## config.mk

```make
export PLATFORM = sky130hd
export DESIGN_NAME = adc_key_baseline_press_detect_core_flat
export DESIGN_NICKNAME = d
export VERILOG_FILES = /design/src/hdl/akbpd_pkg.sv /design/src/hdl/akbpd_if.sv /design/src/hdl/akbpd_ram.sv /design/src/hdl/akbpd_chan.sv /design/src/hdl/adc_key_baseline_press_detect_core.sv /design/src/flat_wrapper.sv
export SDC_FILE = /design/constraint.sdc
export NUM_CORES = 1
export LEC_CHECK = 0
export ABC_AREA = 1
export BUFFER_PORTS_ARGS = -buffer_cell sky130_fd_sc_hd__buf_2
export CORE_MARGIN = 5
export CORE_UTILIZATION = 63
export CTS_CLUSTER_SIZE = 14
export DETAILED_ROUTE_END_ITERATION = 12
export MAX_ROUTING_LAYER = met4
export PLACE_DENSITY = 0.8
export SYNTH_ARGS = -nofsm -noshare
export SYNTH_HDL_FRONTEND = slang
export SYNTH_HIERARCHICAL = 1
export SYNTH_SLANG_ARGS = --single-unit
```

## constraint.sdc

```tcl
create_clock -name clock -period 5.2 [get_ports clock]
set_clock_uncertainty 0.1 [all_clocks]
set_input_delay 1.04 -clock clock [delete_from_list [all_inputs] [get_ports clock]]
set_output_delay 1.04 -clock clock [all_outputs]
set_load 0.005 [all_outputs]
```

## src/hdl/akbpd_pkg.sv

```systemverilog
package akbpd_pkg;

   // Default sizes of the key channels
   localparam int HISTORY_DEPTH_DEF = 16;
   localparam int SAMPLE_BITS_DEF   = 10;

   // Press margin register
   localparam int                   MARGIN_BITS  = 10;
   localparam logic [MARGIN_BITS-1:0] MARGIN_RESET = 10'd18;

   // Packed key byte: upper six bits fixed, then up and down idle bits
   localparam int                     KEY_CODE_BITS = 8;
   localparam logic [KEY_CODE_BITS-1:0] KEY_CODE_BASE = 8'hFC;

endpackage

```

## src/hdl/akbpd_if.sv

```systemverilog
interface akbpd_req_if #(
   parameter int SAMPLE_BITS = akbpd_pkg::SAMPLE_BITS_DEF
);
   logic                   valid;
   logic                   ready;
   logic [SAMPLE_BITS-1:0] up_sample;
   logic [SAMPLE_BITS-1:0] down_sample;

   modport source (output valid, up_sample, down_sample, input ready);
   modport sink   (input valid, up_sample, down_sample, output ready);
endinterface

interface akbpd_rsp_if #(
   parameter int SAMPLE_BITS = akbpd_pkg::SAMPLE_BITS_DEF
);
   logic                                   valid;
   logic                                   ready;
   logic                                   up_idle;
   logic                                   down_idle;
   logic [akbpd_pkg::KEY_CODE_BITS-1:0]    key_code;
   logic [SAMPLE_BITS-1:0]                 up_baseline;
   logic [SAMPLE_BITS-1:0]                 down_baseline;

   modport source (output valid, up_idle, down_idle, key_code, up_baseline, down_baseline,
                   input ready);
   modport sink   (input valid, up_idle, down_idle, key_code, up_baseline, down_baseline,
                   output ready);
endinterface

interface akbpd_csr_if;
   logic                              valid;
   logic                              ready;
   logic [akbpd_pkg::MARGIN_BITS-1:0] press_margin;

   modport source (output valid, press_margin, input ready);
   modport sink   (input valid, press_margin, output ready);
endinterface

```

## src/hdl/akbpd_ram.sv

```systemverilog
module akbpd_ram #(
   parameter int WIDTH = 10,
   parameter int DEPTH = 16
) (
   input  logic                     clock,
   input  logic                     wr_en,
   input  logic [$clog2(DEPTH)-1:0] wr_addr,
   input  logic [WIDTH-1:0]         wr_data,
   input  logic [$clog2(DEPTH)-1:0] rd_addr,
   output logic [WIDTH-1:0]         rd_data
);

   logic [WIDTH-1:0] mem_ff [DEPTH];
   logic [WIDTH-1:0] rd_data_ff;

   always_ff @(posedge clock) begin
      if (wr_en) begin
         mem_ff[wr_addr] <= wr_data;
      end
      rd_data_ff <= mem_ff[rd_addr];
   end

   assign rd_data = rd_data_ff;

endmodule

```

## src/hdl/akbpd_chan.sv

```systemverilog
module akbpd_chan #(
   parameter int HISTORY_DEPTH = akbpd_pkg::HISTORY_DEPTH_DEF,
   parameter int SAMPLE_BITS   = akbpd_pkg::SAMPLE_BITS_DEF
) (
   input  logic                              clock,
   input  logic                              reset,
   input  logic                              accept,
   input  logic [SAMPLE_BITS-1:0]            sample,
   input  logic [akbpd_pkg::MARGIN_BITS-1:0] margin,
   output logic                              idle,
   output logic [SAMPLE_BITS-1:0]            baseline_next
);
   import akbpd_pkg::*;

   localparam int POS_BITS   = $clog2(HISTORY_DEPTH);
   localparam int SUM_BITS   = SAMPLE_BITS + POS_BITS;
   localparam int CMP_BITS   = (SAMPLE_BITS > MARGIN_BITS) ? SAMPLE_BITS : MARGIN_BITS;
   // Exact divide by depth: floor(sum * RECIP / 2^DIV_SHIFT) for any sum below 2^SUM_BITS
   localparam int DIV_SHIFT  = SUM_BITS + POS_BITS;
   localparam int RECIP_BITS = SUM_BITS + 2;
   localparam int PROD_BITS  = SUM_BITS + RECIP_BITS;
   localparam logic [63:0] RECIP_WIDE =
      ((64'd1 << DIV_SHIFT) + 64'(HISTORY_DEPTH) - 64'd1) / 64'(HISTORY_DEPTH);
   localparam logic [RECIP_BITS-1:0] RECIP   = RECIP_WIDE[RECIP_BITS-1:0];
   localparam logic [POS_BITS-1:0]   POS_LAST = POS_BITS'(HISTORY_DEPTH - 1);

   logic [SUM_BITS-1:0]      sum_ff, sum_in;
   logic [POS_BITS-1:0]      pos_ff, pos_in;
   logic [HISTORY_DEPTH-1:0] valid_ff, valid_in;
   logic [SAMPLE_BITS-1:0]   baseline_ff;
   logic [SAMPLE_BITS-1:0]   rd_data;
   logic [SAMPLE_BITS-1:0]   oldest;
   logic [SAMPLE_BITS-1:0]   drop;
   logic                     press;
   logic                     wr_en;
   logic [PROD_BITS-1:0]     prod;

   // The read port always points at the next slot to replace, so the oldest
   // entry is on the RAM output in the next cycle. A write goes to the current
   // slot and the read to the following one, so they never hit the same entry.
   akbpd_ram #(
      .WIDTH (SAMPLE_BITS),
      .DEPTH (HISTORY_DEPTH)
   ) u_ram (
      .clock   (clock),
      .wr_en   (wr_en),
      .wr_addr (pos_ff),
      .wr_data (sample),
      .rd_addr (pos_in),
      .rd_data (rd_data)
   );

   always_comb begin
      drop   = baseline_ff - sample;
      press  = (sample < baseline_ff) && (CMP_BITS'(drop) > CMP_BITS'(margin));
      idle   = !press;
      wr_en  = accept && !press;
      // Slots never written read as zero
      oldest = valid_ff[pos_ff] ? rd_data : '0;

      sum_in   = sum_ff;
      pos_in   = pos_ff;
      valid_in = valid_ff;
      if (wr_en) begin
         sum_in           = sum_ff + SUM_BITS'(sample) - SUM_BITS'(oldest);
         pos_in           = (pos_ff == POS_LAST) ? '0 : pos_ff + POS_BITS'(1);
         valid_in[pos_ff] = 1'b1;
      end

      prod          = PROD_BITS'(sum_in) * PROD_BITS'(RECIP);
      baseline_next = prod[DIV_SHIFT +: SAMPLE_BITS];
   end

   always_ff @(posedge clock) begin
      if (reset) begin
         sum_ff      <= '0;
         pos_ff      <= '0;
         valid_ff    <= '0;
         baseline_ff <= '0;
      end else begin
         sum_ff      <= sum_in;
         pos_ff      <= pos_in;
         valid_ff    <= valid_in;
         baseline_ff <= baseline_next;
      end
   end

endmodule

```

## src/hdl/adc_key_baseline_press_detect_core.sv

```systemverilog
// Channel   Dir  Handshake        Payload
// --------  ---  ---------------  ---------------------------------------------------
// req_ch    in   valid / ready    up_sample, down_sample
// rsp_ch    out  valid / ready    up_idle, down_idle, key_code, up_baseline, down_baseline
// csr_ch    in   valid / ready    press_margin (ready always high)
//
// One request per cycle while req_ch is ready; its response is registered into the output buffer when it is taken.
// Each key's oldest history sample comes from a registered RAM read that is always
// aimed at the next slot to replace, so the sum and baseline update as each request is taken.
// Reset (synchronous) clears sums, positions, baselines and history valid bits,
// and sets press_margin to 18; no clearing pass runs.
// A two-entry output buffer keeps req_ch ready while one response waits; req_ch
// drops ready only when two responses are held.
module adc_key_baseline_press_detect_core #(
   parameter int HISTORY_DEPTH = akbpd_pkg::HISTORY_DEPTH_DEF,
   parameter int SAMPLE_BITS   = akbpd_pkg::SAMPLE_BITS_DEF
) (
   input  logic        clock,
   input  logic        reset,
   akbpd_req_if.sink   req_ch,
   akbpd_rsp_if.source rsp_ch,
   akbpd_csr_if.sink   csr_ch
);
   import akbpd_pkg::*;

   typedef struct packed {
      logic                   up_idle;
      logic                   down_idle;
      logic [SAMPLE_BITS-1:0] up_baseline;
      logic [SAMPLE_BITS-1:0] down_baseline;
   } rsp_type;

   logic [MARGIN_BITS-1:0] margin_ff;
   logic                   req_acc;
   logic                   rsp_pop;
   rsp_type                new_rsp;
   rsp_type                main_ff, main_in;
   rsp_type                skid_ff, skid_in;
   logic                   main_v_ff, main_v_in;
   logic                   skid_v_ff, skid_v_in;

   // Margin register: write whenever the port offers it
   assign csr_ch.ready = 1'b1;

   always_ff @(posedge clock) begin
      if (reset) begin
         margin_ff <= MARGIN_RESET;
      end else if (csr_ch.valid) begin
         margin_ff <= csr_ch.press_margin;
      end
   end

   assign req_ch.ready = !skid_v_ff;
   assign req_acc      = req_ch.valid && req_ch.ready;
   assign rsp_pop      = main_v_ff && rsp_ch.ready;

   // One channel per key, each with its own history RAM
   akbpd_chan #(
      .HISTORY_DEPTH (HISTORY_DEPTH),
      .SAMPLE_BITS   (SAMPLE_BITS)
   ) u_up (
      .clock         (clock),
      .reset         (reset),
      .accept        (req_acc),
      .sample        (req_ch.up_sample),
      .margin        (margin_ff),
      .idle          (new_rsp.up_idle),
      .baseline_next (new_rsp.up_baseline)
   );

   akbpd_chan #(
      .HISTORY_DEPTH (HISTORY_DEPTH),
      .SAMPLE_BITS   (SAMPLE_BITS)
   ) u_down (
      .clock         (clock),
      .reset         (reset),
      .accept        (req_acc),
      .sample        (req_ch.down_sample),
      .margin        (margin_ff),
      .idle          (new_rsp.down_idle),
      .baseline_next (new_rsp.down_baseline)
   );

   // Output buffer: main slot drives the port, skid slot catches a response
   // that arrives while main is stalled
   always_comb begin
      main_v_in = main_v_ff;
      main_in   = main_ff;
      skid_v_in = skid_v_ff;
      skid_in   = skid_ff;
      if (rsp_pop) begin
         if (skid_v_ff) begin
            // advance skid into main
            main_in   = skid_ff;
            skid_v_in = 1'b0;
         end else begin
            main_v_in = req_acc;
            main_in   = new_rsp;
         end
      end else if (req_acc) begin
         if (!main_v_ff) begin
            main_v_in = 1'b1;
            main_in   = new_rsp;
         end else begin
            // hold the new response aside
            skid_v_in = 1'b1;
            skid_in   = new_rsp;
         end
      end
   end

   always_ff @(posedge clock) begin
      if (reset) begin
         main_v_ff <= 1'b0;
         skid_v_ff <= 1'b0;
      end else begin
         main_v_ff <= main_v_in;
         skid_v_ff <= skid_v_in;
      end
   end

   always_ff @(posedge clock) begin
      main_ff <= main_in;
      skid_ff <= skid_in;
   end

   assign rsp_ch.valid         = main_v_ff;
   assign rsp_ch.up_idle       = main_ff.up_idle;
   assign rsp_ch.down_idle     = main_ff.down_idle;
   assign rsp_ch.key_code      = {KEY_CODE_BASE[KEY_CODE_BITS-1:2],
                                  main_ff.up_idle, main_ff.down_idle};
   assign rsp_ch.up_baseline   = main_ff.up_baseline;
   assign rsp_ch.down_baseline = main_ff.down_baseline;

endmodule

```

## src/flat_wrapper.sv

```systemverilog
// flat-port wrapper written by rule: the top's interface ports become plain ports
module adc_key_baseline_press_detect_core_flat import akbpd_pkg::*;
#(
   parameter int HISTORY_DEPTH = akbpd_pkg::HISTORY_DEPTH_DEF,
   parameter int SAMPLE_BITS   = akbpd_pkg::SAMPLE_BITS_DEF
)
  (clock, reset, req_ch_valid, req_ch_up_sample, req_ch_down_sample, req_ch_ready, rsp_ch_valid, rsp_ch_up_idle, rsp_ch_down_idle, rsp_ch_key_code, rsp_ch_up_baseline, rsp_ch_down_baseline, rsp_ch_ready, csr_ch_valid, csr_ch_press_margin, csr_ch_ready);
  akbpd_req_if #(.SAMPLE_BITS(SAMPLE_BITS)) req_ch_i ();
  akbpd_rsp_if #(.SAMPLE_BITS(SAMPLE_BITS)) rsp_ch_i ();
  akbpd_csr_if csr_ch_i ();
  input  logic clock;
  input  logic reset;
  input wire logic [$bits(req_ch_i.valid)-1:0] req_ch_valid;
  input wire logic [$bits(req_ch_i.up_sample)-1:0] req_ch_up_sample;
  input wire logic [$bits(req_ch_i.down_sample)-1:0] req_ch_down_sample;
  output wire logic [$bits(req_ch_i.ready)-1:0] req_ch_ready;
  output wire logic [$bits(rsp_ch_i.valid)-1:0] rsp_ch_valid;
  output wire logic [$bits(rsp_ch_i.up_idle)-1:0] rsp_ch_up_idle;
  output wire logic [$bits(rsp_ch_i.down_idle)-1:0] rsp_ch_down_idle;
  output wire logic [$bits(rsp_ch_i.key_code)-1:0] rsp_ch_key_code;
  output wire logic [$bits(rsp_ch_i.up_baseline)-1:0] rsp_ch_up_baseline;
  output wire logic [$bits(rsp_ch_i.down_baseline)-1:0] rsp_ch_down_baseline;
  input wire logic [$bits(rsp_ch_i.ready)-1:0] rsp_ch_ready;
  input wire logic [$bits(csr_ch_i.valid)-1:0] csr_ch_valid;
  input wire logic [$bits(csr_ch_i.press_margin)-1:0] csr_ch_press_margin;
  output wire logic [$bits(csr_ch_i.ready)-1:0] csr_ch_ready;
  assign req_ch_i.valid = req_ch_valid;
  assign req_ch_i.up_sample = req_ch_up_sample;
  assign req_ch_i.down_sample = req_ch_down_sample;
  assign req_ch_ready = req_ch_i.ready;
  assign rsp_ch_valid = rsp_ch_i.valid;
  assign rsp_ch_up_idle = rsp_ch_i.up_idle;
  assign rsp_ch_down_idle = rsp_ch_i.down_idle;
  assign rsp_ch_key_code = rsp_ch_i.key_code;
  assign rsp_ch_up_baseline = rsp_ch_i.up_baseline;
  assign rsp_ch_down_baseline = rsp_ch_i.down_baseline;
  assign rsp_ch_i.ready = rsp_ch_ready;
  assign csr_ch_i.valid = csr_ch_valid;
  assign csr_ch_i.press_margin = csr_ch_press_margin;
  assign csr_ch_ready = csr_ch_i.ready;
  adc_key_baseline_press_detect_core #(.HISTORY_DEPTH(HISTORY_DEPTH), .SAMPLE_BITS(SAMPLE_BITS)) u_core (.clock(clock), .reset(reset), .req_ch(req_ch_i), .rsp_ch(rsp_ch_i), .csr_ch(csr_ch_i));
endmodule
```

==> impl_metrics.tcl <==
set metrics [dict create \
    drc 0 \
    htreeDepth 2 \
    dpl-instance-area_um2 24610 \
    ant_nets 0 \
    dp_cells 3221 \
    synth_top_cells_by_area "edfxtp_1, nand2_1, dfxtp_1, inv_1, nand3_1" \
    fp.dieW_um 203.7 \
    holdBufCountCts 0 \
    synth-main-ff-cell "edfxtp_1" \
    first_iter_violations 1636 \
    seq_area_um2 12930 \
    grt_pass1_vias 17450 \
    floorplan.initialDensity_pct 63.22 \
    critPathCapture "u_core/u_up/u_ram/rd_data[7]" \
    crit_arrival_ps 5060 \
    r2r.worst_path.cells 23 \
    antenna_found_initial 0 \
    synth.distinct_cells 43 \
    finalSetupViolCount 0 \
    cp_slowest_stage_delay_ps 410 \
    area_delta_synth_final_pct 10.48 \
    die_h_um 203.7 \
    max-slew-margin-rel_pct 22.73 \
    status "finished, final reports clean" \
    totalWireLength_um 56990 \
    rows 71 \
    finalMaxSlewViolations 0 \
    r2r_setup_slack_ps 690 \
    fin_cells 3307 \
    post-cts-setup-buffer-count 0 \
    cts_root_buf "clkbuf_16" \
    critPathMaxFanout 34 \
    synth_area_leader_cell "edfxtp_1" \
    rsz0062_at_grt "no" \
    cts_buffers 47 \
    drv_cap 0 \
    worstSetupStartpointType "input pin" \
    critPathKind "in -> reg" \
    startpoint "req_ch_up_sample[3]" \
    syn_area_um2 23640 \
    clockBufferDepth 3 \
    firstDrtPassIters 6 \
    final-hold-violation-count 0 \
    yosysSeqAreaShare_pct 54.70 \
    period_share_pct 90.19 \
    final_area_um2 26120 \
    globalRouteTotalUtil_pct 28.23 \
    multi_input_area_um2 8035 \
    path_common_cell "nand2_1" \
    crit_required_ps 5570 \
    regToRegStartpoint "u_core/u_down/pos_ff[0]" \
    clock-sinks 464 \
    period_minus_slack_ps 4690 \
    grt_max_degree 51 \
    layout-drive-gt1-share_pct 9.263 \
    powerDensity_nw_per_um2 522.6 \
    insertion_delay_ps 590 \
    cts_tree "built" \
    hold-worst-slack_ps 348.0 \
    core_um2 37400 \
    end_kind "flip-flop" \
    grt-ovfl-total 0 \
    async_flop_share_pct 0 \
    netlist_instances 2663 \
    portBuffers 60 \
    place_hpwl_um 39390 \
    wl_per_cell_um 17.23 \
    irDropWorstVdd_mv 0.3492 \
    setup_tns_ps 0 \
    fmaxAchievable_ghz 0.2132 \
    hold_class "reg -> reg" \
    fin_util_pct 69.84 \
    diodes 0 \
    vias_per_cell 5.418 \
    die-area_um2 41500 \
    fillCellCount 2803 \
    r2r_end "u_core/rsp_ch.down_baseline[5]" \
    synth_top_area_share_pct 46.23 \
    path_clk_slew_ps 60 \
    leakage_nw 12.05 \
    ys_warn_count 6 \
    cts.repair.resized 0 \
    avgSynthCellArea_um2 8.878 \
    synth-seq-cells 464 \
    synth_edf_count 364 \
    vias 17920 \
    worst_pin_slew_ps 1158 \
    crit_slowest_cell "ha_1" \
    gp_congestion 0.9409 \
    io_pins 68 \
    nets 2892 \
    grt_pass1_wl_um 90560 \
]
[flip-flops by register name, summed over array words and instances (netlist names), 16 cells and up]
name and flops:
u_core/u_up/u_ram/mem_ff 160, u_core/u_up/valid_ff 16, u_core/u_down/valid_ff 16, u_core/u_down/u_ram/mem_ff 160, u_core/skid_ff 22
[Yosys cell counts, types with 3 or more instances]
| master | n |
|---|---|
| nand2_1 | 749 |
| inv_1 | 511 |
| edfxtp_1 | 364 |
| nand3_1 | 305 |
| nor2_1 | 148 |
| dfxtp_1 | 100 |
| a21oi_1 | 93 |
| ha_1 | 76 |
| o21ai_0 | 48 |
| buf_2 | 35 |
| nand4_1 | 35 |
| fa_1 | 22 |
| xor2_1 | 19 |
| buf_4 | 18 |
| buf_6 | 18 |
| clkbuf_1 | 17 |
| xnor2_1 | 13 |
| nand2_2 | 10 |
| o21ai_1 | 10 |
| inv_2 | 9 |
| clkbuf_2 | 5 |
| nand3_2 | 5 |
| nand3b_1 | 5 |
| nor3_1 | 5 |
| a21o_1 | 4 |
| buf_12 | 4 |
| o21bai_1 | 4 |
| a21oi_2 | 3 |
| buf_1 | 3 |
| clkinv_1 | 3 |
| nor2_4 | 3 |
[worst min-delay path by stage]
stage                                    start                         end  slack (ps)  cells past startpoint
finish              u_core/u_down/valid_ff[11]  u_core/u_down/valid_ff[11]         350                      2
global route          u_core/u_up/valid_ff[15]    u_core/u_up/valid_ff[15]         370                      2
CTS                   u_core/u_up/valid_ff[15]    u_core/u_up/valid_ff[15]         350                      2
detailed placement    u_core/u_up/valid_ff[15]    u_core/u_up/valid_ff[15]         340                      2
global placement      u_core/u_up/valid_ff[11]    u_core/u_up/valid_ff[11]         330                      2
floorplan            u_core/u_down/valid_ff[0]   u_core/u_down/valid_ff[0]         330                      2
[area by class of cell]
class	instances	area share, %
Clock inverter	24	0.8239
Multi-Input combinational cell	1578	30.76
Timing Repair Buffer	143	3.918
Sequential cell	464	49.51
Tap cell	511	2.448
Clock buffer	62	4.958
Inverter	525	7.583
[power by group]
part	total [W]	internal (W)	switching, W
Combinational	0.00562	0.00193	0.00369
Sequential	0.00472	0.00449	0.000223
Clock	0.00332	0.00191	0.00141
[cell usage in the layout, fill, tap and decap left out, types with 3 or more instances in the layout]
cell	instances
nand2_2	10
xor2_1	19
o21ai_1	10
xnor2_1	13
a21o_1	4
fa_1	22
a21oi_1	93
nand3b_1	5
conb_1	7
buf_2	60
dfxtp_1	100
buf_4	75
clkbuf_1	11
a21oi_2	3
o21ai_2	3
nand3_1	305
o21bai_1	4
nor2_1	147
clkbuf_16	49
nand3_2	5
inv_1	509
bufinv_16	3
nor2_4	3
clkinv_2	8
edfxtp_1	364
inv_6	4
o21ai_0	47
inv_2	11
nand2_1	749
buf_12	8
ha_1	76
nor3_1	5
nand4_1	35
clkinv_1	10
[logic make-up after synthesis]
kind of cell / count (synthesis) / share of synthesized area, %
DFF: 464 / 54.70
buffers and inverters: 627 / 11.44
adders and majority gates: 98 / 5.885
AOI/OAI and AO/OA: 170 / 3.948
other: 1 / 0.01586
and+or+nand+nor: 1271 / 22.83
xor gates and xnor gates: 32 / 1.185
[through the flow]
step / setup slack, ps / power [W]
after floorplan: 840.2 / 0.008845
after global placement: 134.7 / 0.01012
after detailed placement: -41.60 / 0.01028
after CTS: 554.7 / 0.01363
after global routing: 253.0 / 0.01460
final: 510.1 / 0.01365
[layer usage]
metal	vias up	track usage (%)	wire length (um)
met4	0	11.15	2295
li1	8640	-	-
met1	8409	35.58	22820
met3	172	4.293	3983
met5	-	-	0
met2	695	46.47	27890
[worst max-delay path: cells and delay by family]
kind            cells  cell delay, ps
simple gates       16            1560
buf+inv             7            1110
fa+ha+maj           2             710
compound gates      3             430
xor+xnor            1             160
Power figures use the tool's default switching activity.
